**src/rtl/ssd_pkg.sv**
```systemverilog
package ssd_pkg;

    localparam int unsigned IN_BITS    = 16;
    localparam int unsigned DEV_BITS   = 20;
    localparam int unsigned CNT_BITS   = 8;
    localparam int unsigned FRAC_SHIFT = 8;

    localparam logic [DEV_BITS-1:0] DEV_MAX = '1;

    typedef struct packed {
        logic signed [IN_BITS-1:0] sample;
        logic                      last;
    } t_in_item;

    typedef struct packed {
        logic [DEV_BITS-1:0] deviation;
        logic [CNT_BITS-1:0] sample_count;
        logic                overflow;
    } t_out_item;

    typedef enum logic [2:0] {
        B_IDLE,
        B_MULT,
        B_SUB,
        B_DIV,
        B_SQRT,
        B_DONE
    } t_back_state;

endpackage

```
**src/rtl/ssd_stream_if.sv**
```systemverilog
interface ssd_stream_if #(
    parameter type T = logic
) ();
    logic valid;
    logic ready;
    T     data;

    modport source (output valid, output data, input ready);
    modport sink (input valid, input data, output ready);
endinterface

```
**src/rtl/ssd_front.sv**
```systemverilog
module ssd_front #(
    parameter int unsigned MAX_SAMPLES = 255,
    parameter int unsigned SAMPLE_BITS = 16,
    parameter int unsigned EW          = 73
) (
    input  logic            i_clk,
    input  logic            i_rst_n,
    ssd_stream_if.sink      i_in,
    input  logic            i_full,
    output logic            o_push,
    output logic [EW-1:0]   o_wdata
);

    localparam int unsigned XW = (SAMPLE_BITS <= ssd_pkg::IN_BITS) ?
                                 SAMPLE_BITS : ssd_pkg::IN_BITS + 1;
    localparam int unsigned SW = XW + ssd_pkg::CNT_BITS;
    localparam int unsigned QW = 2 * XW + ssd_pkg::CNT_BITS - 1;

    logic [ssd_pkg::CNT_BITS-1:0] r_cnt, n_cnt;
    logic signed [SW-1:0]         r_sum, n_sum;
    logic [QW-1:0]                r_sq, n_sq;
    logic                         r_drop, n_drop;

    logic signed [XW-1:0]         x;
    logic signed [2*XW-1:0]       x_sq;
    logic                         take;
    logic                         accept;

    generate
        if (SAMPLE_BITS <= ssd_pkg::IN_BITS) begin : g_narrow
            assign x = i_in.data.sample[XW-1:0];
        end else begin : g_wide
            assign x = {1'b0, i_in.data.sample};
        end
    endgenerate

    assign x_sq   = x * x;
    assign take   = r_cnt < ssd_pkg::CNT_BITS'(MAX_SAMPLES);
    assign accept = i_in.valid && i_in.ready;

    assign i_in.ready = !i_full;

    always_comb begin
        n_cnt  = take ? r_cnt + 1'b1 : r_cnt;
        n_sum  = take ? r_sum + SW'(x) : r_sum;
        n_sq   = take ? r_sq + QW'($unsigned(x_sq)) : r_sq;
        n_drop = r_drop | ~take;
    end

    assign o_push  = accept && i_in.data.last;
    assign o_wdata = {n_cnt, n_sum, n_sq, n_drop};

    always_ff @(posedge i_clk) begin
        if (!i_rst_n) begin
            r_cnt  <= '0;
            r_sum  <= '0;
            r_sq   <= '0;
            r_drop <= 1'b0;
        end else if (accept) begin
            if (i_in.data.last) begin
                r_cnt  <= '0;
                r_sum  <= '0;
                r_sq   <= '0;
                r_drop <= 1'b0;
            end else begin
                r_cnt  <= n_cnt;
                r_sum  <= n_sum;
                r_sq   <= n_sq;
                r_drop <= n_drop;
            end
        end
    end

endmodule

```
**src/rtl/ssd_queue.sv**
```systemverilog
module ssd_queue #(
    parameter int unsigned EW = 73
) (
    input  logic          i_clk,
    input  logic          i_rst_n,
    input  logic          i_push,
    input  logic [EW-1:0] i_wdata,
    output logic          o_full,
    input  logic          i_pop,
    output logic [EW-1:0] o_rdata,
    output logic          o_empty
);

    logic [EW-1:0] r_mem [2];
    logic          r_wptr;
    logic          r_rptr;
    logic [1:0]    r_cnt;

    assign o_full  = r_cnt == 2'd2;
    assign o_empty = r_cnt == 2'd0;
    assign o_rdata = r_mem[r_rptr];

    always_ff @(posedge i_clk) begin
        if (i_push) begin
            r_mem[r_wptr] <= i_wdata;
        end
    end

    always_ff @(posedge i_clk) begin
        if (!i_rst_n) begin
            r_wptr <= 1'b0;
            r_rptr <= 1'b0;
            r_cnt  <= '0;
        end else begin
            if (i_push) begin
                r_wptr <= ~r_wptr;
            end
            if (i_pop) begin
                r_rptr <= ~r_rptr;
            end
            r_cnt <= r_cnt + 2'(i_push) - 2'(i_pop);
        end
    end

endmodule

```
**src/rtl/ssd_back.sv**
```systemverilog
module ssd_back #(
    parameter int unsigned SAMPLE_BITS = 16,
    parameter int unsigned EW          = 73
) (
    input  logic          i_clk,
    input  logic          i_rst_n,
    input  logic [EW-1:0] i_rdata,
    input  logic          i_empty,
    output logic          o_pop,
    ssd_stream_if.source  o_out
);

    localparam int unsigned CB  = ssd_pkg::CNT_BITS;
    localparam int unsigned XW  = (SAMPLE_BITS <= ssd_pkg::IN_BITS) ?
                                  SAMPLE_BITS : ssd_pkg::IN_BITS + 1;
    localparam int unsigned SW  = XW + CB;
    localparam int unsigned QW  = 2 * XW + CB - 1;
    localparam int unsigned NW  = QW + CB;
    localparam int unsigned PW  = 2 * SW;
    localparam int unsigned MW  = (PW > NW) ? PW : NW;
    localparam int unsigned I   = (NW + ssd_pkg::FRAC_SHIFT + 1) / 2;
    localparam int unsigned VW  = 2 * I;
    localparam int unsigned CW  = $clog2(VW);
    localparam int unsigned RMW = I + 2;
    localparam int unsigned DW  = 2 * CB;
    localparam int unsigned RW  = (I > ssd_pkg::DEV_BITS) ? I : ssd_pkg::DEV_BITS;

    ssd_pkg::t_back_state r_state, n_state;

    logic [CW-1:0]  r_cnt;
    logic [CB-1:0]  r_n;
    logic           r_drop;
    logic [SW-1:0]  r_mag;
    logic [PW-1:0]  r_sq;
    logic [NW-1:0]  r_mcand;
    logic [CB-1:0]  r_mplier;
    logic [NW-1:0]  r_prod;
    logic [DW-1:0]  r_den;
    logic [DW-1:0]  r_rem;
    logic [RMW-1:0] r_srem;
    logic [I-1:0]   r_root;
    logic [VW-1:0]  r_quo;

    logic [CB-1:0]        q_cnt;
    logic signed [SW-1:0] q_sum;
    logic [QW-1:0]        q_sq;
    logic                 q_drop;

    logic [MW-1:0]  prod_ext, sq_ext;
    logic [NW-1:0]  num;
    logic [DW:0]    dt, dden;
    logic           dge;
    logic [RMW+1:0] st, trial;
    logic           sge;
    logic [RW-1:0]  root_ext;

    assign {q_cnt, q_sum, q_sq, q_drop} = i_rdata;

    assign prod_ext = MW'(r_prod);
    assign sq_ext   = MW'(r_sq);
    assign num      = (prod_ext >= sq_ext) ? NW'(prod_ext - sq_ext) : '0;

    assign dt    = {r_rem, r_quo[VW-1]};
    assign dden  = {1'b0, r_den};
    assign dge   = dt >= dden;

    assign st    = {r_srem, r_quo[VW-1 -: 2]};
    assign trial = (RMW + 2)'({r_root, 2'b01});
    assign sge   = st >= trial;

    assign root_ext = RW'(r_root);

    // next state
    always_comb begin
        n_state = r_state;
        unique case (r_state)
            ssd_pkg::B_IDLE: begin
                if (!i_empty) begin
                    n_state = (q_cnt < CB'(2)) ? ssd_pkg::B_DONE : ssd_pkg::B_MULT;
                end
            end
            ssd_pkg::B_MULT: begin
                if (r_cnt == CW'(CB - 1)) begin
                    n_state = ssd_pkg::B_SUB;
                end
            end
            ssd_pkg::B_SUB: begin
                n_state = ssd_pkg::B_DIV;
            end
            ssd_pkg::B_DIV: begin
                if (r_cnt == CW'(VW - 1)) begin
                    n_state = ssd_pkg::B_SQRT;
                end
            end
            ssd_pkg::B_SQRT: begin
                if (r_cnt == CW'(I - 1)) begin
                    n_state = ssd_pkg::B_DONE;
                end
            end
            ssd_pkg::B_DONE: begin
                if (o_out.ready) begin
                    n_state = ssd_pkg::B_IDLE;
                end
            end
            default: n_state = ssd_pkg::B_IDLE;
        endcase
    end

    // outputs
    always_comb begin
        o_pop       = (r_state == ssd_pkg::B_IDLE) && !i_empty;
        o_out.valid = r_state == ssd_pkg::B_DONE;
        o_out.data.deviation = (root_ext > RW'(ssd_pkg::DEV_MAX)) ?
                               ssd_pkg::DEV_MAX : root_ext[ssd_pkg::DEV_BITS-1:0];
        o_out.data.sample_count = r_n;
        o_out.data.overflow     = r_drop;
    end

    always_ff @(posedge i_clk) begin
        if (!i_rst_n) begin
            r_state <= ssd_pkg::B_IDLE;
        end else begin
            r_state <= n_state;
        end
    end

    always_ff @(posedge i_clk) begin
        unique case (r_state)
            ssd_pkg::B_IDLE: begin
                r_n      <= q_cnt;
                r_drop   <= q_drop;
                r_mag    <= q_sum[SW-1] ? $unsigned(-q_sum) : $unsigned(q_sum);
                r_mcand  <= NW'(q_sq);
                r_mplier <= q_cnt;
                r_prod   <= '0;
                r_den    <= DW'(q_cnt) * (DW'(q_cnt) - DW'(1));
                r_root   <= '0;
                r_cnt    <= '0;
            end
            ssd_pkg::B_MULT: begin
                if (r_mplier[0]) begin
                    r_prod <= r_prod + r_mcand;
                end
                r_mcand  <= {r_mcand[NW-2:0], 1'b0};
                r_mplier <= {1'b0, r_mplier[CB-1:1]};
                r_sq     <= PW'(r_mag) * PW'(r_mag);
                r_cnt    <= r_cnt + 1'b1;
            end
            ssd_pkg::B_SUB: begin
                r_quo <= VW'({num, ssd_pkg::FRAC_SHIFT'(0)});
                r_rem <= '0;
                r_cnt <= '0;
            end
            ssd_pkg::B_DIV: begin
                r_rem  <= dge ? DW'(dt - dden) : dt[DW-1:0];
                r_quo  <= {r_quo[VW-2:0], dge};
                r_srem <= '0;
                r_root <= '0;
                r_cnt  <= (r_cnt == CW'(VW - 1)) ? '0 : r_cnt + 1'b1;
            end
            ssd_pkg::B_SQRT: begin
                r_srem <= sge ? RMW'(st - trial) : RMW'(st);
                r_root <= {r_root[I-2:0], sge};
                r_quo  <= {r_quo[VW-3:0], 2'b00};
                r_cnt  <= r_cnt + 1'b1;
            end
            ssd_pkg::B_DONE: begin
                r_cnt <= '0;
            end
            default: begin
                r_cnt <= '0;
            end
        endcase
    end

`ifndef SYNTHESIS
    a_div_rem: assert property (@(posedge i_clk) disable iff (!i_rst_n)
        (r_state == ssd_pkg::B_DIV) |-> (r_rem < r_den))
        else $error("division remainder not below divisor");

    a_sqrt_rem: assert property (@(posedge i_clk) disable iff (!i_rst_n)
        (r_state == ssd_pkg::B_SQRT) |-> ((RMW + 1)'(r_srem) <= (RMW + 1)'({r_root, 1'b0})))
        else $error("root remainder above twice the partial root");

    a_small_set: assert property (@(posedge i_clk) disable iff (!i_rst_n)
        (o_out.valid && (r_n < CB'(2))) |-> (o_out.data.deviation == '0))
        else $error("set of one sample gives nonzero deviation");

    a_pop_leaves_idle: assert property (@(posedge i_clk) disable iff (!i_rst_n)
        o_pop |=> (r_state != ssd_pkg::B_IDLE))
        else $error("back end stayed idle after taking a set");
`endif

endmodule

```
**src/rtl/sample_standard_deviation.sv**
```systemverilog
// Sample standard deviation of sets of signed sensor samples, one sample per item, the
// last item of a set marked. The front end accumulates count, sum and sum of squares
// exactly and takes one item every cycle while the queue is not full. A finished set
// moves to a two-entry queue; the back end then picks up the set and works out
// floor(sqrt(256*(n*S2 - S1^2) / (n*(n-1)))) one set at a time with a shift-add
// multiply, a restoring divide (one bit a cycle) and a digit-by-digit square root
// (one bit a cycle), then waits for the result to be taken. Input stalls only while
// the queue holds two finished sets. A set of one sample gives 0. Samples beyond
// MAX_SAMPLES are dropped and reported through overflow.
module sample_standard_deviation #(
    parameter int unsigned MAX_SAMPLES = 255,
    parameter int unsigned SAMPLE_BITS = 16
) (
    input  logic         i_clk,
    input  logic         i_rst_n,
    ssd_stream_if.sink   i_in,
    ssd_stream_if.source o_out
);

    localparam int unsigned XW = (SAMPLE_BITS <= ssd_pkg::IN_BITS) ?
                                 SAMPLE_BITS : ssd_pkg::IN_BITS + 1;
    localparam int unsigned SW = XW + ssd_pkg::CNT_BITS;
    localparam int unsigned QW = 2 * XW + ssd_pkg::CNT_BITS - 1;
    localparam int unsigned EW = ssd_pkg::CNT_BITS + SW + QW + 1;

    logic          push, pop, full, empty;
    logic [EW-1:0] wdata, rdata;

    ssd_front #(
        .MAX_SAMPLES (MAX_SAMPLES),
        .SAMPLE_BITS (SAMPLE_BITS),
        .EW          (EW)
    ) u_front (
        .i_clk   (i_clk),
        .i_rst_n (i_rst_n),
        .i_in    (i_in),
        .i_full  (full),
        .o_push  (push),
        .o_wdata (wdata)
    );

    ssd_queue #(
        .EW (EW)
    ) u_queue (
        .i_clk   (i_clk),
        .i_rst_n (i_rst_n),
        .i_push  (push),
        .i_wdata (wdata),
        .o_full  (full),
        .i_pop   (pop),
        .o_rdata (rdata),
        .o_empty (empty)
    );

    ssd_back #(
        .SAMPLE_BITS (SAMPLE_BITS),
        .EW          (EW)
    ) u_back (
        .i_clk   (i_clk),
        .i_rst_n (i_rst_n),
        .i_rdata (rdata),
        .i_empty (empty),
        .o_pop   (pop),
        .o_out   (o_out)
    );

endmodule

```
**src/flat_wrapper.sv**
```systemverilog
// flat-port wrapper written by rule: the top's interface ports become plain ports
module sample_standard_deviation_flat 
#(
    parameter int unsigned MAX_SAMPLES = 255,
    parameter int unsigned SAMPLE_BITS = 16
)
  (i_clk, i_rst_n, i_in_valid, i_in_data, i_in_ready, o_out_valid, o_out_data, o_out_ready);
  ssd_stream_if #(.T(ssd_pkg::t_in_item)) i_in_i ();
  ssd_stream_if #(.T(ssd_pkg::t_out_item)) o_out_i ();
  input  logic i_clk;
  input  logic i_rst_n;
  input wire logic [$bits(i_in_i.valid)-1:0] i_in_valid;
  input wire logic [$bits(i_in_i.data)-1:0] i_in_data;
  output wire logic [$bits(i_in_i.ready)-1:0] i_in_ready;
  output wire logic [$bits(o_out_i.valid)-1:0] o_out_valid;
  output wire logic [$bits(o_out_i.data)-1:0] o_out_data;
  input wire logic [$bits(o_out_i.ready)-1:0] o_out_ready;
  assign i_in_i.valid = i_in_valid;
  assign i_in_i.data = i_in_data;
  assign i_in_ready = i_in_i.ready;
  assign o_out_valid = o_out_i.valid;
  assign o_out_data = o_out_i.data;
  assign o_out_i.ready = o_out_ready;
  sample_standard_deviation #(.MAX_SAMPLES(MAX_SAMPLES), .SAMPLE_BITS(SAMPLE_BITS)) u_core (.i_clk(i_clk), .i_rst_n(i_rst_n), .i_in(i_in_i), .o_out(o_out_i));
endmodule
```
**config.mk**
```make
export PLATFORM = sky130hd
export DESIGN_NAME = sample_standard_deviation_flat
export DESIGN_NICKNAME = d
export VERILOG_FILES = /design/src/rtl/ssd_pkg.sv /design/src/rtl/ssd_stream_if.sv /design/src/rtl/ssd_front.sv /design/src/rtl/ssd_queue.sv /design/src/rtl/ssd_back.sv /design/src/rtl/sample_standard_deviation.sv /design/src/flat_wrapper.sv
export SDC_FILE = /design/constraint.sdc
export NUM_CORES = 2
export LEC_CHECK = 0
export BUFFER_PORTS_ARGS = -buffer_cell sky130_fd_sc_hd__buf_2
export CORE_ASPECT_RATIO = 0.8
export CORE_MARGIN = 1
export CORE_UTILIZATION = 40
export DETAILED_ROUTE_END_ITERATION = 10
export GPL_TIMING_DRIVEN = 0
export PLACE_DENSITY = 0.61
export RECOVER_POWER = 50
export SYNTH_ARGS = -nofsm -noshare
export SYNTH_HDL_FRONTEND = slang
export SYNTH_SLANG_ARGS = --single-unit
```
**constraint.sdc**
```tcl
create_clock -name i_clk -period 10.15 [get_ports i_clk]
set_clock_uncertainty 0.1 [all_clocks]
set_input_delay 1.015 -clock i_clk [delete_from_list [all_inputs] [get_ports i_clk]]
set_output_delay 1.015 -clock i_clk [all_outputs]
set_load 0.05 [all_outputs]
```
==> impl_metrics.prom <==
# TYPE chip_impl_metric gauge
chip_impl_metric{name="wl_per_instance",unit="um"} 18.96
chip_impl_info{name="worst_r2r_startpoint",value="u_core.u_back.r_mag[9]"} 1
chip_impl_metric{name="avgViaCountPerCell",unit=""} 5.186
chip_impl_info{name="clock-root-buffer",value="sky130_fd_sc_hd__clkbuf_16"} 1
chip_impl_metric{name="design.portCount",unit=""} 52
chip_impl_info{name="cp_common_cell",value="sky130_fd_sc_hd__fa_1"} 1
chip_impl_metric{name="grt_util_met3",unit="%"} 4.317
chip_impl_metric{name="layout_worst_path_cycle_share",unit="%"} 95.39
chip_impl_metric{name="area_post_placement",unit="um2"} 61920
chip_impl_metric{name="timing.critical_path.required",unit="ns"} 10.65
chip_impl_metric{name="floorplan.die.width",unit="um"} 431.2
chip_impl_info{name="critical_path.endpoint_type",value="register"} 1
chip_impl_metric{name="max_slew.worst_pin.slew",unit="ns"} 4.148
chip_impl_metric{name="grtUsageTotal",unit="%"} 20.97
chip_impl_metric{name="mappedNetlistArea",unit="um2"} 58940
chip_impl_info{name="hold-path-endpoint",value="u_core.u_back.r_cnt[0]"} 1
chip_impl_metric{name="fp.coreArea",unit="um2"} 145800
chip_impl_metric{name="area.growth.synth_to_final",unit="%"} 8.355
chip_impl_metric{name="clock_insertion_delay_worst_skew",unit="ns"} 0.70
chip_impl_metric{name="route.detailed.drc",unit=""} 0
chip_impl_info{name="rsz_0062_raised_after_global_routing",value="no"} 1
chip_impl_metric{name="die_h",unit="um"} 345.3
chip_impl_metric{name="synth.yosys.warnings",unit=""} 0
chip_impl_metric{name="place_congestion",unit=""} 0.8996
chip_impl_metric{name="grt_use_met1",unit="%"} 28.93
chip_impl_metric{name="ff2ff_setup_slack",unit="ns"} 0.55
chip_impl_metric{name="arrival",unit="ns"} 10.18
chip_impl_metric{name="nets",unit=""} 7399
chip_impl_info{name="grt-busiest-layer",value="met2"} 1
chip_impl_metric{name="hold-path-cell-count",unit=""} 1
chip_impl_metric{name="drt_pre_antenna_iters",unit=""} 5
chip_impl_metric{name="tritoncts.num_buffers",unit=""} 60
chip_impl_metric{name="async_reset_ff_share",unit="%"} 0
chip_impl_info{name="hold_path.class",value="reg -> reg"} 1
chip_impl_metric{name="floorplan.rows",unit=""} 125
chip_impl_metric{name="vias_in_the_first_global_route",unit=""} 43644
chip_impl_metric{name="setup_violations",unit=""} 0
chip_impl_metric{name="grt_pass1_wl",unit="um"} 243900
chip_impl_info{name="holdCritStartpoint",value="u_core.u_back.r_cnt[0]"} 1
chip_impl_metric{name="post_route_cells_drive_above_1_share",unit="%"} 3.771
chip_impl_metric{name="synth-seq-cells",unit=""} 556
chip_impl_info{name="outcome",value="finished, violations left"} 1
chip_impl_metric{name="clkSlewWorstSetupHoldPaths",unit="ns"} 0.07
chip_impl_metric{name="routed_wl",unit="um"} 155000
chip_impl_metric{name="layoutNonFillerInstCount",unit=""} 8175
chip_impl_metric{name="overflow",unit=""} 0
chip_impl_metric{name="initial_core_util",unit="%"} 40.44
chip_impl_metric{name="grt_use_met2",unit="%"} 32.78
chip_impl_metric{name="cts_sinks",unit=""} 556
chip_impl_metric{name="ctsHtreeMaxLevel",unit=""} 2
chip_impl_metric{name="max_cap_viol_count",unit=""} 8
chip_impl_metric{name="maxSlewViolCount",unit=""} 255
chip_impl_metric{name="report.final.hold_viol_count",unit=""} 0
chip_impl_metric{name="crit_fanout",unit=""} 10
chip_impl_info{name="start_kind",value="input port"} 1
chip_impl_metric{name="yosysSeqAreaShare",unit="%"} 26.87
chip_impl_metric{name="grt_start_max_net_pins",unit=""} 45
chip_impl_metric{name="finish.instance_area",unit="um2"} 63870
chip_impl_metric{name="inst_count_dp",unit=""} 8059
chip_impl_metric{name="library_cells_used_by_synthesis",unit=""} 85
chip_impl_info{name="cts_tree",value="done"} 1
chip_impl_info{name="worstSetupPathType",value="in -> reg"} 1
chip_impl_metric{name="clock_tree.buffer_depth",unit=""} 3
chip_impl_metric{name="depth_of_the_worst_register_to_register_path",unit=""} 25
chip_impl_metric{name="via_count",unit=""} 42398
chip_impl_info{name="failed_checks",value="max-capacitance violations, max-slew violations"} 1
chip_impl_metric{name="antenna_violations_before_repair",unit=""} 5
chip_impl_metric{name="achievable-frequency",unit="GHz"} 0.1033
chip_impl_info{name="critical_path.slowest_cell",value="sky130_fd_sc_hd__o41ai_1"} 1
chip_impl_metric{name="synthCells",unit=""} 6029
chip_impl_info{name="synth_flop_cell",value="sky130_fd_sc_hd__edfxtp_1"} 1
chip_impl_metric{name="min_period",unit="ns"} 9.682
chip_impl_metric{name="postRouteAntennaNets",unit=""} 0
chip_impl_metric{name="place.port_buffers",unit=""} 50
chip_impl_metric{name="postSynthNetCount",unit=""} 7275
chip_impl_metric{name="hpwl_after_detailed_placement",unit="um"} 127200
chip_impl_metric{name="synth_area_per_cell",unit="um2"} 9.776
chip_impl_metric{name="critical_path.max_stage_delay",unit="ns"} 0.69
chip_impl_metric{name="drt_iter0_drc",unit=""} 2736
chip_impl_metric{name="number_of_enable_flip_flop_cells_after_synthesis",unit=""} 470
chip_impl_metric{name="die-area",unit="um2"} 148900
chip_impl_info{name="r2r-end",value="u_core.u_back.r_sq[44]"} 1
chip_impl_metric{name="slew_headroom",unit="%"} -179.5
[layout by cell type (no fill, tap or decap), types with 17 or more instances in the layout]
cell and instances:
sky130_fd_sc_hd__inv_1 1051, sky130_fd_sc_hd__fa_1 704, sky130_fd_sc_hd__ha_1 521, sky130_fd_sc_hd__edfxtp_1 470
sky130_fd_sc_hd__nand2_1 465, sky130_fd_sc_hd__nor2_1 424, sky130_fd_sc_hd__a21oi_1 289, sky130_fd_sc_hd__and2_1 226
sky130_fd_sc_hd__clkbuf_1 211, sky130_fd_sc_hd__xnor2_1 201, sky130_fd_sc_hd__o21ai_0 192, sky130_fd_sc_hd__a21o_1 144
sky130_fd_sc_hd__xor2_1 109, sky130_fd_sc_hd__mux2i_1 97, sky130_fd_sc_hd__a22oi_1 92, sky130_fd_sc_hd__dfxtp_1 86
sky130_fd_sc_hd__nand3_1 80, sky130_fd_sc_hd__clkbuf_16 63, sky130_fd_sc_hd__o21ai_1 55, sky130_fd_sc_hd__buf_2 50
sky130_fd_sc_hd__o21bai_1 45, sky130_fd_sc_hd__nor3_1 44, sky130_fd_sc_hd__and3_1 42, sky130_fd_sc_hd__nor2b_1 41
sky130_fd_sc_hd__nand2b_1 41, sky130_fd_sc_hd__nand4_1 37, sky130_fd_sc_hd__a31oi_1 34, sky130_fd_sc_hd__or2_2 32
sky130_fd_sc_hd__o21a_1 29, sky130_fd_sc_hd__a211oi_1 23, sky130_fd_sc_hd__a22o_1 19, sky130_fd_sc_hd__or3_1 18
sky130_fd_sc_hd__o31ai_1 17
[Yosys cell counts (all sizes together), types with 43 or more instances]
| cell type | instances | area share (%) |
|---|---|---|
| nand3 | 80 | 0.68 |
| and2 | 230 | 2.4 |
| clkbuf | 181 | 1.2 |
| a21o | 145 | 1.8 |
| inv | 1052 | 6.7 |
| o21bai | 45 | 0.57 |
| a22oi | 92 | 1.2 |
| and3 | 43 | 0.46 |
| mux2i | 97 | 1.6 |
| dfxtp | 86 | 2.9 |
| xnor2 | 201 | 3.0 |
| nor2 | 424 | 2.7 |
| nand2 | 466 | 3.0 |
| xor2 | 109 | 1.6 |
| o21ai | 249 | 2.1 |
| nor3 | 44 | 0.37 |
| edfxtp | 470 | 24 |
| fa | 704 | 24 |
| ha | 521 | 11 |
| a21oi | 290 | 2.5 |
[stage by stage]
stage	utilization, %	setup slack, ns	hold slack, ns	setup TNS (ns)
floorplan	-	0.9488	0.3176	0
global route	43.81	0.006843	0.3816	0
detailed placement	42.48	-0.8424	0.3469	-14.90
CTS	43.92	0.02827	0.3584	0
finish	43.81	0.4678	0.3559	0
global placement	42.30	-0.7714	0.3284	-12.40
[final cells by class]
type | count | area, um2
Fill cell | 14047 | 81900
Multi-Input combinational cell | 4209 | 38340
Sequential cell | 556 | 15840
Inverter | 1052 | 3953
Tap cell | 1968 | 2462
Clock buffer | 83 | 1739
Buffer | 208 | 810.8
Clock inverter | 31 | 365.4
Timing Repair Buffer | 66 | 359.1
Antenna cell | 2 | 5.005
[state kept, by name, summed over array words and instances (netlist names), 14 cells and up, named ones only]
signal / cells
u_core.u_back.r_prod: 47
u_core.u_back.r_srem: 30
u_core.u_front.r_sq: 39
u_core.u_back.r_quo: 56
u_core.u_back.r_root: 28
u_core.u_queue.r_mem: 144
u_core.u_front.r_sum: 24
u_core.u_back.r_mcand: 47
u_core.u_back.r_rem: 16
u_core.u_back.r_sq: 47
u_core.u_back.r_mag: 24
u_core.u_back.r_den: 14
[kinds of logic after synthesis]
kind of cell               share of synthesized area [%]
and+or+nand+nor                                    12.25
xor gates and xnor gates                           4.607
AOI/OAI and AO/OA                                  11.36
adders and majority gates                          34.97
buffers and inverters                              8.088
DFF                                                26.87
muxes                                              1.857
[per-layer routing]
layer | routed length, um | up-vias | share of wire [%]
li1 | - | 20163 | -
met5 | 38 | - | 0.025
met3 | 11080 | 276 | 7.1
met4 | 5736 | 6 | 3.7
met2 | 68300 | 1160 | 44
met1 | 69820 | 20793 | 45
[worst max-delay path by stage]
stage          slack (ns)  cells past startpoint                          end           from
3_5_place_dp        -0.84                     34  u_core.u_queue.r_mem[1][36]   i_in_data[5]
6_report             0.47                     31      u_core.u_front.r_sq[36]  i_in_data[10]
4_1_cts              0.03                     32  u_core.u_queue.r_mem[1][36]   i_in_data[2]
5_1_grt             0.007                     34  u_core.u_queue.r_mem[0][36]   i_in_data[3]
3_3_place_gp        -0.77                     34  u_core.u_queue.r_mem[1][36]   i_in_data[5]
2_1_floorplan        0.95                     31      u_core.u_front.r_sq[38]   i_in_data[5]
[worst max-delay path, delay by kind of cell]
kind	cells	cell delay (ns)
and+or+nand+nor	2	0.45
buffers and inverters	5	0.92
adders and majority gates	8	3.85
xor gates and xnor gates	1	0.20
AOI/OAI and AO/OA	15	3.71
[what timing repair did]
item                                    in CTS  in global routing
hold buffers                                 0                  0
resized for setup                            2                 11
buffers inserted                             0                  4
endpoints found under the setup margin       2                 26
Power is left out: the tool's default activity adds up to more than one toggle a clock period on the data nets, which glitch-free logic cannot reach.
